**config.mk**
```make
export PLATFORM = sky130hd
export DESIGN_NAME = tgf_ram
export DESIGN_NICKNAME = d
export VERILOG_FILES = /design/src/rtl/tgf_ram.sv
export SDC_FILE = /design/constraint.sdc
export NUM_CORES = 1
export LEC_CHECK = 0
export BUFFER_PORTS_ARGS = -buffer_cell sky130_fd_sc_hd__buf_2
export CORE_ASPECT_RATIO = 1.75
export CORE_MARGIN = 3
export CORE_UTILIZATION = 35
export CTS_CLUSTER_SIZE = 40
export DETAILED_ROUTE_END_ITERATION = 16
export PLACE_DENSITY = 0.63
export REMOVE_ABC_BUFFERS = 1
export SYNTH_ARGS = -nofsm -noshare
export SYNTH_HDL_FRONTEND = slang
export SYNTH_SLANG_ARGS = --single-unit
```
**constraint.sdc**
```tcl
create_clock -name i_clk -period 3.5 [get_ports i_clk]
set_input_delay 0.7 -clock i_clk [delete_from_list [all_inputs] [get_ports i_clk]]
set_output_delay 0.7 -clock i_clk [all_outputs]
set_load 0.01 [all_outputs]
```
**src/rtl/tgf_ram.sv**
```systemverilog
// ----------------------------------------------------------------------------
// tgf_ram
// single port synchronous ram with registered read data
// ----------------------------------------------------------------------------
`default_nettype none

module tgf_ram #(
    parameter int DEPTH = 4,
    parameter int WIDTH = 8,
    parameter int AW    = (DEPTH > 1) ? $clog2(DEPTH) : 1
) (
    input  wire logic             i_clk,
    input  wire logic             i_we,
    input  wire logic [AW-1:0]    i_addr,
    input  wire logic [WIDTH-1:0] i_wdata,
    output logic      [WIDTH-1:0] o_rdata
);

    logic [WIDTH-1:0] mem [DEPTH];

    always_ff @(posedge i_clk) begin
        if (i_we) begin
            mem[i_addr] <= i_wdata;
        end
        o_rdata <= mem[i_addr];
    end

endmodule

`default_nettype wire

```
After elaboration in Yosys (flattened, before gate mapping):

Memories as Yosys holds them, arrays and structs flattened. A register that Yosys moved wholly into a read port is not among the register bits.
Cells that the tools add are included.
Widths: inputs -> output; s select.

* bits of input ports: 12
* ROM bits: 0
* memories: 1
* output and inout port bits: 8
* logic and storage cells: 3
* bits in writable memories: 32
* register bits after elaboration: 0
* bits in latches: 0

Memories
* mem: depth 4, bits a word 8, rd ports 1, clocked after Yosys merged registers in 1, wr ports 1, line 19 `logic [WIDTH-1:0] mem [DEPTH];`

* eq/ne operators: 0
* shift-type cells: 0
* multiply operators: 0
* magnitude comparators: 0
* bitwise operators: 0
* add/sub/neg operators: 0
* div/mod/pow operators: 0
* muxes and demuxes: 2
* reduce and logical (&&, ||, !) cells: 0

Operators with widths (count)
* $mux 1: 2

Logic depth before layout (Yosys ltp):

* depth in word-level cells: 2
* mapped depth: 2
* mapped depth without buffers: 1

Least setup slack after synthesis:

Ideal clock, no wire load.

* path kind: input port to flip-flop
* start point: input i_addr[1]
* end point: memory mem[0][0] (enable)
* required time: 3.115 ns
* setup time: 0.385 ns
* cell stages on the path: 2
* buffers on the path: 1
* arrival: 1.556 ns
* path slack: 1.558 ns
* cell sequence: buf_2 -> nor3b_1

RTL lines
* start, declared: line 14 `input wire logic [AW-1:0] i_addr,`
* end, declared: line 19

Straight into the memory's write port.

Worst setup path after layout:

* start point: input i_addr[0]
* end point: register o_rdata[0], read port of mem

RTL lines
* end, declared: line 16 `output logic [WIDTH-1:0] o_rdata`

No word-level cell between the ends.

==> run_results.csv <==
group,metric,value,unit
run_status,outcome,"finished clean",
grt,grt_overflow,0,
clock_tree,clkLatencyLatePin,0.28,ns
sta,slew_headroom,79.1,%
clock_tree,cts.repair.resized,0,
clock_tree,cts_buffer_depth,2,
power,power.net_switching,0.166,mW
drt,first_iter_violations,4,
yosys,synth_seq_area_share,82.4,%
setup_path,critical-path-max-stage-delay,0.60,ns
yosys,netlist_area,1360,um2
power,ir_worst_vdd,0.000267,V
setup_path,crit_slowest_cell,"mux4_1",
drt,drt-vias-per-instance,4.73,
flow_run,max_cap_violations,0,
sta,rsz0062_at_grt,"no",
power,p_leak,0.560,nW
grt,grt_max_degree,13,
setup_path,worst-setup-path-type,"input port to register",
yosys,synth_top_family_by_area,"multiplexers",
setup_path,crit_family,"multiplexers",
power,pwr-share-seq,62.8,%
setup_path,path_max_fanout,12,
place,hpwl,1370,um
power,swShare,19.0,%
yosys,synth_compound_area_share,0,%
clock_tree,root_buffer,"clkbuf_8",
place,dpl_cell_area,1500,um2
sta,fin_crit_sh,41.1,%
sta,setup_viol_count_final,0,
place,dp_slack,1.74,ns
floorplanning,die_w,53.1,um
sta,fmax,0.696,GHz
layout,final_area,1580,um2
place,port_buffers,19,
floorplanning,die_area,4700,um2
grt,grt_pass1_vias,602,
sta,final.min_clock_period,1.44,ns
clock_tree,clock-sinks,40,
layout,final_util,43.2,%
clock_tree,clkTransAtPathRegs,0.07,ns
yosys,synth-simple-area-share,2.58,%
grt,grtUsageTotal,9.77,%
power,combPwrFrac,5.9,%
place,place_congestion,0.695,
layout,final_cells,126,
sta,hold_viol_final,0,
drt,routedWlPerCell,15.2,um
clock_tree,cts_buffers,5,
worst_hold_path,hp-class,"register to register",
layout,layout.nets,91,
floorplanning,core_area,3660,um2
drt,ant_nets,0,
layout,antennaDiodeCount,0,
clock_tree,cts_tree,"yes",
layout,drive_above_1_share,42.5,%
setup_path,critical_path_buf_inv_count,1,
yosys,ys_types,9,
yosys,yosys.area_share.adder,0,%
setup_path,end_kind,"register",
sta,postLayoutSetupSlackWorst,2.06,ns
floorplanning,start_util,37.1,%
sta,worst_pin_slew,0.314,ns
yosys,synthXorXnorAreaFrac,0,%
sta,finalMaxSlewViolations,0,
floorplanning,rows,29,
drt,drt_pre_antenna_iters,2,
power,power_density,550,nW/um2
yosys,yosysWarningCount,0,
power,pwr-share-clk,31.3,%
drt,drcViolationCount,0,
clock_tree,post_cts_buffers,0,
yosys,synth_mux_area_share,13.8,%
place,dp.cells,118,
setup_path,critPathLaunchType,"input port",
power,total_power,0.871,mW
grt,grt_pass1_wl,2950,um
setup_path,crit_arrival,1.59,ns
floorplanning,die_y,88.5,um
grt,antenna_found_initial,0,
sta,skew,0.00305,ns
layout,nFillCells,329,
clock_tree,cts_hold_buf,0,
yosys,yosys_register_bits,40,
drt,vias,596,
layout,syn_to_final_growth,16.5,%
yosys,synth_cells,54,
floorplanning,io_pins,20,
yosys,avgSynthCellArea,25.2,um2
clock_tree,h-tree-depth,2,
sta,tns,0,ns
power,power.internal,0.706,mW
setup_path,cp_cell_sequence,"buf_2, mux4_1",
sta,whs,0.544,ns
setup_path,crit_required,3.65,ns
drt,wl,1920,um
## registers in the layout, summed over array words and instances, names as in the netlist
signal / cells
mem: 32
o_rdata: 8
## cell usage after synthesis
cell      count  share of area (%)
edfxtp_1     32                 71
dfxtp_1       8                 12
buf_6         1               0.83
and3b_2       2                1.5
and3_2        1               0.55
nor3b_1       1               0.55
buf_2         1               0.37
mux4_1        2                3.9
mux4_2        6                9.9
## power groups by stage
stage	Clock, mW	Combinational [mW]	Sequential (mW)
after floorplan	0	0.0200	0.562
after global placement	0	0.0517	0.557
after detailed placement	0	0.0528	0.559
after CTS	0.281	0.0529	0.548
after global routing	0.298	0.0561	0.550
final	0.273	0.0512	0.548
## final timing paths
| path | startpoint | endpoint | slack [ns] | depth (start not counted) |
|---|---|---|---|---|
| worst min register to register | mem[0][7] | o_rdata[7] | 0.54 | 1 |
| worst max register to register | mem[1][0] | o_rdata[0] | 2.49 | 1 |
| worst max-delay path | i_addr[0] | o_rdata[0] | 2.06 | 2 |
| worst min-delay path | mem[0][7] | o_rdata[7] | 0.54 | 1 |
## cell type report
class | count | area, um2 | share of cell area (%)
Tap cell | 46 | 57.6 | 3.63
Timing Repair Buffer | 20 | 103 | 6.48
Sequential cell | 40 | 1120 | 70.8
Clock inverter | 1 | 3.75 | 0.237
Clock buffer | 7 | 76.3 | 4.82
Multi-Input combinational cell | 12 | 223 | 14.1
## metal layers
metal / share of wire [%] / global-route usage (%)
met5: 0 / 0
met4: 3.3 / 8.37
met3: 4.7 / 3.04
met2: 58 / 17.2
met1: 34 / 8.47
## layout by cell type (no fill, tap or decap), drive strengths merged
cell	synthesis	layout
edfxtp	32	32
buf	2	20
dfxtp	8	8
mux4	8	8
clkbuf	0	7
and3b	2	2
nor3b	1	1
and3	1	1
clkinv	0	1
## cell families (layout without fill, tap and decap cells)
family / after synthesis / count (layout)
and+or+nand+nor: 4 / 4
buffers and inverters: 2 / 28
muxes: 8 / 8
DFF: 40 / 40
(Power assumes the default switching activity.)
